[src/rtl/core/rdtm_pkg.sv]
// Package: shared types, constants and register indexes for the ROI dwell monitor.
`timescale 1ns / 1ps
package rdtm_pkg;
	localparam int TRACKS_DEF = 64;

	localparam logic [2:0] REG_ROI_LEFT   = 3'd0;
	localparam logic [2:0] REG_ROI_TOP    = 3'd1;
	localparam logic [2:0] REG_ROI_WIDTH  = 3'd2;
	localparam logic [2:0] REG_ROI_HEIGHT = 3'd3;
	localparam logic [2:0] REG_DWELL      = 3'd4;

	localparam logic [1:0] ST_OUTSIDE = 2'd0;
	localparam logic [1:0] ST_INSIDE  = 2'd1;
	localparam logic [1:0] ST_ALERT   = 2'd2;

	// monitored detector classes
	localparam logic [7:0] CLASS_MON_A = 8'd0;
	localparam logic [7:0] CLASS_MON_B = 8'd2;

	typedef struct packed {
		logic        first_of_frame;
		logic        monitored;
		logic        in_roi;
		logic [31:0] obj_id;
		logic [31:0] now_ms;
	} job_t;

	typedef struct packed {
		logic        in_roi;
		logic [1:0]  track_state;
		logic        alert_raised;
		logic        track_added;
		logic        table_full;
		logic [31:0] dwell_ms;
		logic        frame_has_inside;
		logic        frame_has_alert;
		logic [31:0] detected_count;
		logic [31:0] alert_count;
	} result_t;

	// entry record: alerted, last dwell, start, state, id
	localparam int ENTRY_W = 1 + 32 + 32 + 2 + 32;

	typedef enum logic [2:0] {
		BK_IDLE,
		BK_SCAN,
		BK_WAIT,
		BK_UPDATE,
		BK_WRITE,
		BK_EMIT
	} bk_state_t;
endpackage

[src/rtl/core/rdtm_queue.sv]
// Two-entry job queue between front and back.
`timescale 1ns / 1ps
module rdtm_queue (
	input  logic           clk,
	input  logic           arst_n,
	input  logic           wr,
	input  rdtm_pkg::job_t wdata,
	output logic           full,
	input  logic           rd,
	output logic           empty,
	output rdtm_pkg::job_t rdata
);
	rdtm_pkg::job_t mem_q [2];
	logic wp_q, rp_q;
	logic [1:0] cnt_q;

	assign full  = cnt_q == 2'd2;
	assign empty = cnt_q == 2'd0;
	assign rdata = mem_q[rp_q];

	always_ff @(posedge clk) begin
		if (wr && !full) begin
			mem_q[wp_q] <= wdata;
		end
	end

	always_ff @(posedge clk or negedge arst_n) begin
		if (!arst_n) begin
			wp_q <= 1'b0;
			rp_q <= 1'b0;
			cnt_q <= 2'd0;
		end else begin
			if (wr && !full) wp_q <= !wp_q;
			if (rd && !empty) rp_q <= !rp_q;
			cnt_q <= cnt_q + {1'b0, wr && !full} - {1'b0, rd && !empty};
		end
	end
endmodule

[config.mk]
export PLATFORM = sky130hd
export DESIGN_NAME = rdtm_queue
export DESIGN_NICKNAME = d
export VERILOG_FILES = /design/src/rtl/core/rdtm_pkg.sv /design/src/rtl/core/rdtm_queue.sv
export SDC_FILE = /design/constraint.sdc
export NUM_CORES = 1
export LEC_CHECK = 0
export CORE_MARGIN = 2
export CORE_UTILIZATION = 45
export DETAILED_ROUTE_END_ITERATION = 16
export DONT_BUFFER_PORTS = 1
export MAX_ROUTING_LAYER = met4
export PLACE_DENSITY_LB_ADDON = 0.05
export SYNTH_ARGS = -nofsm -noshare
export SYNTH_HDL_FRONTEND = slang
export SYNTH_SLANG_ARGS = --single-unit
[constraint.sdc]
create_clock -name clk -period 5.5 [get_ports clk]
set_input_delay 0.55 -clock clk [delete_from_list [all_inputs] [get_ports clk]]
set_output_delay 0.55 -clock clk [all_outputs]
set_load 0.02 [all_outputs]
==> metrics <==
area share of the leading cell type in the synthesized netlist=0.785; remaining global-route overflow=0; count of fill cells added during filler insertion=828; syn_area_per_cell=22.6 sq um; die area=0.0123 sq mm; Pleak=2.00 nW; Post-Synthesis Net Count=300; worst setup path start=rp_q; total area of multi-input combinational cells=928 sq um; sum of buffers and inverters on the critical path=0; antenna violations before repair=0; drt wl/cell=21.2 um; number of slew-limit violations in the final report=0; ordered cell list for the critical path=mux2_2; status=finished clean; worst setup path category=reg2out; clock latency on the worst-skew pair=0.40 ns; clock-pin slew reported for the worst setup and hold paths after clock tree synthesis=0.06 ns; net load switching power=1.12 mW; Final Hold Fails=0; worst-path maximum fanout=68; vias per cell=5.23; class of the worst hold path=in2reg; worst slew slack as a fraction of its limit=0.338; DRC marker count from the first detailed-route iteration=58; post-cts resize count=0; warning count from the yosys run=0; minimum setup slack after placement=3.10 ns; buffers added on ports=0; sequential cell area fraction in the yosys report=0.805; core box area=0.0110 sq mm; I/O Pins=140; DIE WIDTH=111 um; proportion of power drawn by flip-flops and latches=0.440; arrival time at the worst endpoint=2.01 ns; kind of start point of the critical path=register; routed via count=2060; Layout Nets=314; cell area power density=619 mW/mm^2; global-route wire length before repair=12600 um; critical hold path startpoint=wdata[63]; clock root buffer master=sky130_fd_sc_hd__clkbuf_16; maximum clock rate=391 MHz; CP Depth=1; Row Count=38; TritonCTS clock tree=yes; number of buffers on the longest clock path=2; maximum vdd drop=520 uV; area leader, netlist=sky130_fd_sc_hd__edfxtp_1; clock sink count=138; setup-violating endpoint count in the final report=0; DRC violation count after routing=0; overall global routing resource usage=0.144; post-route cell area=0.00589 sq mm; H-tree depth=4; routability congestion estimate=0.732; synthesized instance count=227; initial cell density of the core=0.467; count of unique library cells instantiated by Yosys=16; worst slew pin tran=0.993 ns; asr flop ratio synth=0.0290; final critical delay including setup and external delays=2.56 ns; cell area after synthesis=0.00512 sq mm; instance area at placement=0.00525 sq mm; area growth from synthesis to layout=15.0%; highest cell delay on the worst timing path=1.07 ns; number of cells on the worst reg-to-reg path=4; proportion of layout cells with a drive suffix above 1=0.406; relative contribution of combinational cells to total power=0.241; ranking of synthesized cells by instance count=sky130_fd_sc_hd__edfxtp_1 (134), sky130_fd_sc_hd__mux2_2 (47), sky130_fd_sc_hd__mux2_4 (20); most used standard cell by instance count after synthesis=sky130_fd_sc_hd__edfxtp_1; post-layout power=3.65 mW; Power Internal=2.53 mW; switching part of the total power=0.306; via count of the first global-routing pass=2233; sequential standard cell area=0.00413 sq mm; number of buffers inserted during clock tree synthesis=17; capturing element type of the critical path=primary output; Max Cap Violations=0; portion of total power attributed to the clock network=0.319; top cells by area, synth=sky130_fd_sc_hd__edfxtp_1 (79%), sky130_fd_sc_hd__mux2_2 (10%), sky130_fd_sc_hd__mux2_4 (5.9%); cell type group with the largest total delay on the critical path=flip-flops; number of synthesized flops with an enable pin=134; DIE HEIGHT=111 um; prevailing post-synth register cell=sky130_fd_sc_hd__edfxtp_1; setup repair after global routing missed its margin=false; standard cell with the maximum stage delay on the critical path=sky130_fd_sc_hd__dfrtp_4; ratio of final minimum period to clock period=0.465; routed wire length=8340 um; Final ANT Viol Nets=0; pin count of the biggest net entering global routing=69; startpoint of the most critical register-to-register path=cnt_q[0]; setup total negative slack=0 ns; Antenna Cells=0; worst setup slack after layout=2.94 ns; detailed placement HPWL=5670 um; Worst Hold Path Cells=0; FF+latch count, synth=138; clock skew=0.00555 ns; data required time of the worst path=4.95 ns; Detailed Routing Iterations Pass 1=4
-- state kept, by name, indices dropped and copies added (netlist names) --
register / count
mem_q: 134
cnt_q: 2
rp_q: 1
wp_q: 1
-- power by group through the flow --
stage / clock, mW / combinational, mW / sequential (mW)
4_1_cts: 1.19 / 0.897 / 1.62
2_1_floorplan: 0 / 0.895 / 1.52
5_1_grt: 1.24 / 0.926 / 1.64
3_3_place_gp: 0 / 0.882 / 1.61
3_5_place_dp: 0 / 0.893 / 1.64
6_report: 1.16 / 0.878 / 1.61
-- worst register-to-register path, delay by kind of cell (launching register included) --
family,cells,cell delay (ns)
AND/OR/NAND/NOR,3,1.05
buffers and inverters,1,0.56
flip-flops,1,0.38
-- layout make-up --
class | count | area share
well taps | 140 | 0.0297
repair buffers | 3 | 0.00425
multi-input cells | 79 | 0.158
clock inverters | 14 | 0.0336
clock buffers | 18 | 0.0729
flip-flops and latches | 138 | 0.701
inverters | 2 | 0.00127
-- path summary, 6_finish.rpt --
path                                end  slack (ns)
max                            rdata[7]        2.94
min                        mem_q[1][63]        0.24
max reg2reg                mem_q[0][35]        3.14
min reg2reg                    cnt_q[1]        0.51
max in group asynchronous          rp_q        4.89
min in group asynchronous      cnt_q[0]        0.42
-- placed cells by master, fill, tap and decap left out --
master and n:
sky130_fd_sc_hd__nor2_1 1, sky130_fd_sc_hd__nor2b_1 1, sky130_fd_sc_hd__ha_1 2, sky130_fd_sc_hd__dfrtp_4 1, sky130_fd_sc_hd__clkinvlp_4 5, sky130_fd_sc_hd__xnor2_1 3, sky130_fd_sc_hd__clkbuf_1 1, sky130_fd_sc_hd__edfxtp_1 134
sky130_fd_sc_hd__inv_1 2, sky130_fd_sc_hd__clkinv_2 1, sky130_fd_sc_hd__mux2_4 20, sky130_fd_sc_hd__clkbuf_16 17, sky130_fd_sc_hd__bufinv_16 4, sky130_fd_sc_hd__nand2_1 1, sky130_fd_sc_hd__dlygate4sd3_1 1, sky130_fd_sc_hd__and3_2 1
sky130_fd_sc_hd__buf_4 2, sky130_fd_sc_hd__inv_6 1, sky130_fd_sc_hd__nand2b_1 1, sky130_fd_sc_hd__dfrtp_1 3, sky130_fd_sc_hd__xor2_1 1, sky130_fd_sc_hd__nor2_4 1, sky130_fd_sc_hd__clkinv_4 3, sky130_fd_sc_hd__mux2_2 47
-- timing repair --
action,CTS,global route
endpoints found under the hold margin,4,0
buffers inserted,0,0
hold buffers,1,0
endpoints found under the setup margin,0,0
-- stage by stage --
step	std cells	hold slack (ns)	util
finish	394	0.241	0.536
global route	394	0.211	0.536
CTS	394	0.220	0.536
detailed placement	361	0.255	0.478
global placement	361	0.255	0.478
floorplan	227	0.254	-
-- cell families (layout without fill, tap and decap cells) --
group / count (synthesis) / count (layout) / synth area share
xor+xnor: 4 / 4 / 0.00684
fa+ha+maj: 2 / 2 / 0.00488
buf+inv: 10 / 37 / 0.0156
flops: 138 / 138 / 0.805
mux: 67 / 67 / 0.162
simple gates: 6 / 6 / 0.00586
-- metal layers --
| layer | track usage | vias up | share of wire |
|---|---|---|---|
| met5 | - | - | 0 |
| met4 | 0.0575 | 0 | 0.011 |
| met3 | 0.0782 | 9 | 0.10 |
| met2 | 0.236 | 87 | 0.53 |
| met1 | 0.143 | 1042 | 0.35 |
| li1 | - | 922 | - |
No activity file was read; power rests on OpenSTA's default activity.
