<file path="src/rtl/core/rdtm_pkg.sv">
// Package: shared types, constants and register indexes for the ROI dwell monitor.
`timescale 1ns / 1ps
package rdtm_pkg;
	localparam int TRACKS_DEF = 64;

	localparam logic [2:0] REG_ROI_LEFT   = 3'd0;
	localparam logic [2:0] REG_ROI_TOP    = 3'd1;
	localparam logic [2:0] REG_ROI_WIDTH  = 3'd2;
	localparam logic [2:0] REG_ROI_HEIGHT = 3'd3;
	localparam logic [2:0] REG_DWELL      = 3'd4;

	localparam logic [1:0] ST_OUTSIDE = 2'd0;
	localparam logic [1:0] ST_INSIDE  = 2'd1;
	localparam logic [1:0] ST_ALERT   = 2'd2;

	// monitored detector classes
	localparam logic [7:0] CLASS_MON_A = 8'd0;
	localparam logic [7:0] CLASS_MON_B = 8'd2;

	typedef struct packed {
		logic        first_of_frame;
		logic        monitored;
		logic        in_roi;
		logic [31:0] obj_id;
		logic [31:0] now_ms;
	} job_t;

	typedef struct packed {
		logic        in_roi;
		logic [1:0]  track_state;
		logic        alert_raised;
		logic        track_added;
		logic        table_full;
		logic [31:0] dwell_ms;
		logic        frame_has_inside;
		logic        frame_has_alert;
		logic [31:0] detected_count;
		logic [31:0] alert_count;
	} result_t;

	// entry record: alerted, last dwell, start, state, id
	localparam int ENTRY_W = 1 + 32 + 32 + 2 + 32;

	typedef enum logic [2:0] {
		BK_IDLE,
		BK_SCAN,
		BK_WAIT,
		BK_UPDATE,
		BK_WRITE,
		BK_EMIT
	} bk_state_t;
endpackage

</file>
<file path="src/rtl/core/rdtm_front.sv">
// Front end: class filter and ROI test of the box centre, builds a job beat.
`timescale 1ns / 1ps
module rdtm_front (
	input  logic        first_of_frame,
	input  logic [31:0] obj_id,
	input  logic [7:0]  obj_class,
	input  logic [11:0] box_left,
	input  logic [11:0] box_top,
	input  logic [11:0] box_width,
	input  logic [11:0] box_height,
	input  logic [31:0] now_ms,
	input  logic [11:0] roi_left_q,
	input  logic [11:0] roi_top_q,
	input  logic [11:0] roi_width_q,
	input  logic [11:0] roi_height_q,
	output rdtm_pkg::job_t job
);
	logic [14:0] cx2, cy2, x0, x1, y0, y1;

	always_comb begin
		cx2 = {2'b0, box_left, 1'b0} + {3'b0, box_width};
		cy2 = {2'b0, box_top, 1'b0} + {3'b0, box_height};
		x0  = {2'b0, roi_left_q, 1'b0};
		y0  = {2'b0, roi_top_q, 1'b0};
		x1  = {1'b0, ({1'b0, roi_left_q} + {1'b0, roi_width_q}), 1'b0};
		y1  = {1'b0, ({1'b0, roi_top_q} + {1'b0, roi_height_q}), 1'b0};
		job.first_of_frame = first_of_frame;
		job.monitored = (obj_class == rdtm_pkg::CLASS_MON_A) ||
			(obj_class == rdtm_pkg::CLASS_MON_B);
		job.in_roi = (cx2 >= x0) && (cx2 <= x1) && (cy2 >= y0) && (cy2 <= y1);
		job.obj_id = obj_id;
		job.now_ms = now_ms;
	end
endmodule

</file>
<file path="config.mk">
export PLATFORM = sky130hd
export DESIGN_NAME = rdtm_front
export DESIGN_NICKNAME = d
export VERILOG_FILES = /design/src/rtl/core/rdtm_pkg.sv /design/src/rtl/core/rdtm_front.sv
export SDC_FILE = /design/constraint.sdc
export NUM_CORES = 1
export LEC_CHECK = 0
export ABC_AREA = 1
export ABC_CLOCK_PERIOD_IN_PS = 3500
export BUFFER_PORTS_ARGS = -buffer_cell sky130_fd_sc_hd__buf_4
export CAP_MARGIN = 0
export CORE_UTILIZATION = 42
export DETAILED_ROUTE_END_ITERATION = 7
export GPL_ROUTABILITY_DRIVEN = 0
export GPL_TIMING_DRIVEN = 0
export PLACE_DENSITY = 0.82
export SYNTH_ARGS = -nofsm -noshare
export SYNTH_HDL_FRONTEND = slang
export SYNTH_SLANG_ARGS = --single-unit
</file>
<file path="constraint.sdc">
create_clock -name vclk -period 3.5
set_input_delay 0.7 -clock vclk [all_inputs]
set_output_delay 0.7 -clock vclk [all_outputs]
set_load 0.05 [all_outputs]
</file>
==> results of run 1 <==
==> cells in the mapped netlist (all sizes together) (3+ instances only) <==
master | number | area share (%)
buf | 65 | 13
nand2 | 112 | 11
nor2 | 27 | 2.7
o211ai | 3 | 0.72
fa | 4 | 2.1
o21bai | 4 | 0.78
a21oi | 56 | 8.0
a31oi | 3 | 0.49
nand4 | 7 | 1.1
ha | 96 | 31
a21o | 4 | 0.78
inv | 91 | 8.9
nand3 | 28 | 3.8
xor2 | 23 | 5.2
nor3 | 12 | 1.6
o21ai | 17 | 2.5
xnor2 | 17 | 3.9
==> final cells by class <==
type	count	area, sq um	share of cell area, %
multi-input combinational	424	3244	57.96
timing repair buffer	182	1389	24.81
buffer	65	488.0	8.717
inverter	91	341.6	6.102
tap	108	135.1	2.414
==> cell families after synthesis <==
logic type	share of synthesized area, %
and+or+nand+nor	21.75
adders and majority gates	33.34
buffers and inverters	21.59
xor gates and xnor gates	9.117
AOI/OAI and AO/OA	14.20
==> power groups by stage <==
stage,Combinational (uW),Clock (uW),Sequential [uW]
after floorplan,861,0,0
after global placement,1140,0,0
after detailed placement,1190,0,0
after CTS,1250,0,0
after global routing,1460,0,0
final,1320,0,0
==> metal layers <==
metal	GRT usage, %	part of all wire [%]	wire, um
met4	4.312	1.7	182
met3	1.799	5.2	561
met2	44.68	56	6000
met1	20.87	37	4005
met5	0	0	0
==> per-stage QoR <==
step                hold slack, ps  setup WS, ps  instances  total power [uW]  instance area, sq um
floorplan                     1567        -323.3        580             861.3                  3880
global placement              1654        -719.6        858              1142                  5291
detailed placement            1654        -803.5        858              1192                  5291
CTS                           1654        -557.5        868              1250                  5469
global route                  1657        -695.3        870              1457                  5598
finish                        1654        -557.8        870              1319                  5598
==> worst max path at each step <==
stage | slack (ps) | cells past startpoint | startpoint | endpoint
global route | -700 | 21 | roi_top_q[0] | job[64]
global placement | -720 | 22 | box_top[0] | job[64]
CTS | -560 | 22 | box_height[1] | job[64]
detailed placement | -800 | 22 | box_top[0] | job[64]
floorplan | -320 | 20 | box_top[0] | job[64]
finish | -560 | 21 | box_height[1] | job[64]
==> what timing repair did <==
item / 4_1_cts / 5_1_grt
gates resized for setup: 26 / 24
hold buffers: 0 / 0
hold endpoints to repair: 0 / 0
setup endpoints to repair: 1 / 1
pin swaps: 24 / 11
buffers inserted: 10 / 2
==> results_dict.tcl, run 1 <==
set metrics [dict create \
    start_util_pct 43.63 \
    nClkBuffers 0 \
    fin_crit_sh_pct 115.9 \
    synth-seq-area-share_pct 0 \
    relSlewSlack_pct 78.93 \
    drv_cap 0 \
    setup_tns_ps -557.8 \
    min_path_type "input port to output pin" \
    end_kind "output pin" \
    grt_max_degree 7 \
    pwr-share-comb_pct 100.0 \
    cp_top_family "simple AND/OR/NAND/NOR gates" \
    grt_overflow_total 0 \
    required_ps 2800 \
    fin_util_pct 63.57 \
    power_switching_uw 756.5 \
    whs_endpoint "job[62]" \
    place_hpwl_mm 9.259 \
    ant_nets 0 \
    regArea_sq_um 0 \
    power_density_nw_per_um2 235.6 \
    hold_viol_final 0 \
    p_int_uw 562.5 \
    crit_chain "buf_8 > ha_4 > inv_2 > fa_2 > nand3b_1 > nand2_2 > a21oi_4 > o21ai_2 > nand3_1 > nand2_2 > xor2_2 > buf_4 > buf_4 > ha_1 > nand2_1 > inv_1 > nand2_1 > nand3_2 > a21oi_4 > nor2_4 > buf_8" \
    vias_per_cell 5.041 \
    seqPwrFrac_pct 0 \
    setup_viol 1 \
    core_area_sq_um 8806 \
    worstSetupPathType "input port to output pin" \
    ioPinCount 236 \
    drt_first_pass_iters 6 \
    period_minus_slack_ps 4058 \
    cp-start-kind "input port" \
    failed_checks "design-rule violations, negative setup slack" \
    fillers 786 \
    die_w_um 97.65 \
    crit_fanout 2 \
    rsz0062_at_grt "true" \
    p_clk_share_pct 0 \
    antenna_found_initial 0 \
    critPathMaxStageDelay_ps 320 \
    dr_total_vias 4386 \
    peakVddDrop_mv 0.09555 \
    fmax_mhz 246.4 \
    path_buf_inv 6 \
    slew_violations 0 \
    fin_nets 1033 \
    synthCells 580 \
    drc 28 \
    layout_common_cells "buf_4, nand2_1, ha_1, inv_1, a21oi_1" \
    ys_warn_count 0 \
    n_antenna_cell 0 \
    drive_gt1_share_pct 40.94 \
    wirelength_mm 10.75 \
    swShare_pct 57.35 \
    holdCritStartpoint "obj_id[30]" \
    tightest_slew_ps 313.2 \
    row_count 34 \
    wl_per_cell_um 12.36 \
    avgSynthCellArea_sq_um 6.625 \
    drtIter0Drc 89 \
    grt_pass1_wl_mm 17.15 \
    synth.net_count 849 \
    io_buffers 170 \
    dieArea_sq_um 9536 \
    status "finished with violations" \
    ys_types 33 \
    syn_to_final_growth_pct 45.69 \
    mostFrequentLayoutCell "buf_4" \
    setup_ws_ps -557.8 \
    cp_data_arrival_time_ps 3360 \
    cp_slowest_cell "fa_2" \
    syn_area_sq_um 3842 \
    die_h_um 97.65 \
    hold_depth 2 \
    p_leak_uw 0.003189 \
    grt_pass1_vias 4348 \
    design.seq.count 0 \
    track_usage_pct 20.74 \
]
No activity file was read; power rests on OpenSTA's default activity.
==> run 2, diff against run 1 <==
--- a/config.mk
+++ b/config.mk
@@ -7,7 +7,7 @@
 export LEC_CHECK = 0
 export ABC_AREA = 1
 export ABC_CLOCK_PERIOD_IN_PS = 3500
-export BUFFER_PORTS_ARGS = -buffer_cell sky130_fd_sc_hd__buf_4
+export BUFFER_PORTS_ARGS = -buffer_cell sky130_fd_sc_hd__buf_2
 export CAP_MARGIN = 0
 export CORE_UTILIZATION = 42
 export DETAILED_ROUTE_END_ITERATION = 7
==> results_dict.tcl, run 2 (synthesis gave the netlist of run 1 again) <==
set metrics [dict create \
    syn_to_final_growth_pct 32.73 \
    tightest_slew_ps 327.6 \
    grt_pass1_vias 3956 \
    required_ps 2800 \
    fillers 810 \
    ant_nets 0 \
    dieArea_sq_um 9536 \
    setup_ws_ps -562.6 \
    min_path_type "input port to output pin" \
    n_antenna_cell 0 \
    mostFrequentLayoutCell "buf_2" \
    cp_slowest_cell "fa_2" \
    drc 28 \
    drt_first_pass_iters 6 \
    io_buffers 170 \
    crit_fanout 2 \
    wl_per_cell_um 10.80 \
    crit_chain "buf_8 > ha_4 > inv_2 > fa_2 > nand3b_1 > nand2_2 > a21oi_4 > o21ai_2 > nand3_1 > nand2_1 > xor2_2 > ha_1 > nand4_1 > inv_2 > a21oi_2 > nand2_1 > nand2_1 > nand2_1 > inv_1 > nand2_2 > nor2_4 > buf_8" \
    drtIter0Drc 78 \
    failed_checks "design-rule violations, negative setup slack" \
    nClkBuffers 0 \
    cp_data_arrival_time_ps 3360 \
    power_density_nw_per_um2 232.1 \
    die_h_um 97.65 \
    die_w_um 97.65 \
    cp-start-kind "input port" \
    hold_viol_final 0 \
    antenna_found_initial 0 \
    grt_max_degree 7 \
    end_kind "output pin" \
    relSlewSlack_pct 77.93 \
    path_buf_inv 5 \
    place_hpwl_mm 8.321 \
    fin_crit_sh_pct 116.1 \
    drv_cap 0 \
    cp_top_family "simple AND/OR/NAND/NOR gates" \
    drive_gt1_share_pct 38.98 \
    rsz0062_at_grt "true" \
    fmax_mhz 246.1 \
    layout_common_cells "buf_2, nand2_1, ha_1, inv_1, buf_4" \
    slew_violations 0 \
    ioPinCount 236 \
    dr_total_vias 4120 \
    fin_util_pct 57.91 \
    track_usage_pct 19.06 \
    row_count 34 \
    p_total_uw 1184 \
    status "finished with violations" \
    period_minus_slack_ps 4063 \
    cts_hold_repair.buffers 0 \
    peakVddDrop_mv 0.1039 \
    multi_input_area_sq_um 3152 \
    grt_pass1_wl_mm 15.74 \
    vias_per_cell 4.736 \
    grt_overflow_total 0 \
    critPathMaxStageDelay_ps 340 \
    wirelength_mm 9.396 \
    core_area_sq_um 8806 \
    start_util_pct 43.63 \
    p_leak_uw 0.003038 \
    setup_viol 1 \
    regArea_sq_um 0 \
    cp_common_cell "nand2_1" \
    design.seq.count 0 \
    fin_nets 1033 \
    worstSetupPathType "input port to output pin" \
]
==> run 2: cell counts in the layout (fill, tap and decap cells not counted) <==
Identical to the previous run, type by type.
==> run 2: final timing paths <==
path	from	to	depth (start not counted)
max	box_height[1]	job[64]	22
min	now_ms[3]	job[3]	2
==> run 2: through the flow <==
stage          hold slack [ps]  cell area (sq um)  setup TNS (ps)  std cells  setup slack, ps
2_1_floorplan             1567               3880          -323.3        580           -323.3
3_3_place_gp              1702               4866          -812.4        858           -812.4
3_5_place_dp              1702               4866          -893.8        858           -893.8
4_1_cts                   1702               5037          -543.0        867           -543.0
5_1_grt                   1703               5100          -745.2        870           -745.2
6_report                  1701               5100          -562.6        870           -562.6
==> run 2: where the power goes <==
group          leakage, uW  total (uW)  switching (uW)  internal, uW
sequential               0           0               0             0
clock                    0           0               0             0
combinational      0.00304        1180             702           481
total              0.00304        1180             702           481
==> run 2: metal layers <==
metal / share of wire [%] / GRT usage (%)
met1: 41 / 21.33
met2: 53 / 39.93
met3: 4.7 / 0.9353
met4: 0.96 / 1.748
met5: 0 / 0
==> run 2: area by class of cell <==
cell class                 count  area share, %
tap                          108          2.650
inverter                      91          6.698
timing repair buffer         182          19.28
buffer                        65          9.568
multi-input combinational    424          61.80
==> run 2: repair_timing <==
item	in CTS	in global routing
endpoints found under the setup margin	1	1
resized for setup	25	12
buffers inserted	9	3
pin swaps	29	9
==> run 3, diff against run 2 <==
--- a/config.mk
+++ b/config.mk
@@ -14,6 +14,7 @@
 export GPL_ROUTABILITY_DRIVEN = 0
 export GPL_TIMING_DRIVEN = 0
 export PLACE_DENSITY = 0.82
+export SKIP_LAST_GASP = 1
 export SYNTH_ARGS = -nofsm -noshare
 export SYNTH_HDL_FRONTEND = slang
 export SYNTH_SLANG_ARGS = --single-unit
==> results_dict.tcl, run 3 (synthesis gave the netlist of run 1 again) <==
set metrics [dict create \
    vias_per_cell 4.731 \
    die_h_um 97.65 \
    start_util_pct 43.63 \
    drv_cap 0 \
    crit_chain "buf_6 > ha_4 > inv_2 > fa_2 > nand3b_1 > nand2_2 > a21oi_4 > o21ai_2 > nand3_1 > nand2_1 > xor2_2 > ha_1 > nand4_1 > inv_2 > a21oi_2 > nand2_1 > nand2_1 > nand2_1 > inv_1 > nand2_2 > nor2_4 > buf_8" \
    grt_pass1_wl_mm 15.74 \
    hold_viol_final 0 \
    required_ps 2800 \
    crit_fanout 2 \
    layout_common_cells "buf_2, nand2_1, ha_1, inv_1, buf_4" \
    drive_gt1_share_pct 38.98 \
    fin_nets 1033 \
    p_leak_uw 0.003036 \
    status "finished with violations" \
    die_w_um 97.65 \
    core_area_sq_um 8806 \
    ant_nets 0 \
    grt_overflow_total 0 \
    cp-start-kind "input port" \
    tightest_slew_ps 327.6 \
    hold_depth 2 \
    drt_first_pass_iters 6 \
    cp_slowest_cell "fa_2" \
    critPathMaxStageDelay_ps 330 \
    period_minus_slack_ps 4043 \
    dp_cells 858 \
    dp_slack_ps -893.8 \
    regArea_sq_um 0 \
    mostFrequentLayoutCell "buf_2" \
    grt_max_degree 7 \
    cp_data_arrival_time_ps 3340 \
    instances_no_fill 870 \
    dieArea_sq_um 9536 \
    design.seq.count 0 \
    p_total_uw 1182 \
    n_antenna_cell 0 \
    peakVddDrop_mv 0.1039 \
    worstSetupPathType "input port to output pin" \
    dr_total_vias 4116 \
    setup_ws_ps -543.1 \
    syn_to_final_growth_pct 32.63 \
    ioPinCount 236 \
    power_density_nw_per_um2 232.0 \
    wirelength_mm 9.336 \
    relSlewSlack_pct 77.93 \
    wl_per_cell_um 10.73 \
    slew_violations 0 \
    setup_viol 1 \
    nClkBuffers 0 \
    place_hpwl_mm 8.321 \
    fin_crit_sh_pct 115.5 \
    cp_common_cell "nand2_1" \
    track_usage_pct 19.06 \
    antenna_found_initial 0 \
    grt_pass1_vias 3956 \
    failed_checks "design-rule violations, negative setup slack" \
    end_kind "output pin" \
    io_buffers 170 \
    drtIter0Drc 74 \
    fmax_mhz 247.3 \
    min_path_type "input port to output pin" \
    row_count 34 \
    drc 28 \
    rsz0062_at_grt "true" \
]
==> run 3: cell counts in the layout (fill, tap and decap cells not counted) <==
Identical to the previous run, type by type.
==> run 3: through the flow <==
stage                     utilization [%]  setup TNS (ps)  area (sq um)  hold WS, ps
after floorplan                         -          -323.3          3880         1567
after global placement              55.26          -812.4          4866         1702
after detailed placement            55.26          -893.8          4866         1702
after CTS                           57.20          -543.0          5037         1702
after global routing                57.87          -737.3          5096         1703
final                               57.87          -543.1          5096         1701
==> run 3: area by class of cell <==
type / instances / area (sq um)
Fill cell: 811 / 3710
Multi-Input combinational cell: 424 / 3152
Timing Repair Buffer: 182 / 979.7
Buffer: 65 / 488.0
Inverter: 91 / 341.6
Tap cell: 108 / 135.1
==> run 3: final timing paths <==
check                      from  endpoint  slack, ps
setup / recovery  box_height[1]   job[64]       -540
hold / removal        now_ms[3]    job[3]       1700
==> run 3: what timing repair did <==
action                                  4_1_cts  5_1_grt
endpoints found under the hold margin         0        0
endpoints found under the setup margin        1        1
hold buffers                                  0        0
buffers inserted                              9        3
resized for setup                            25       11
pin swaps                                    29        9
==> run 3: power by group <==
| group | switching [uW] | internal [uW] |
|---|---|---|
| registers | 0 | 0 |
| clock network | 0 | 0 |
| logic | 701 | 481 |
==> run 3: worst max-delay path, delay by kind of cell <==
kind	cells	cell delay [ps]
and+or+nand+nor	10	1000
adders and majority gates	3	730
buffers and inverters	5	370
AOI/OAI and AO/OA	3	350
xor gates and xnor gates	1	180
==> run 3: routing by layer <==
layer | GRT usage, % | wire length [um] | vias up
met2 | 39.93 | 4934 | 109
met4 | 1.748 | 90 | 0
met1 | 21.33 | 3863 | 1781
li1 | - | - | 2218
met3 | 0.9353 | 447 | 8
met5 | 0 | 0 | -
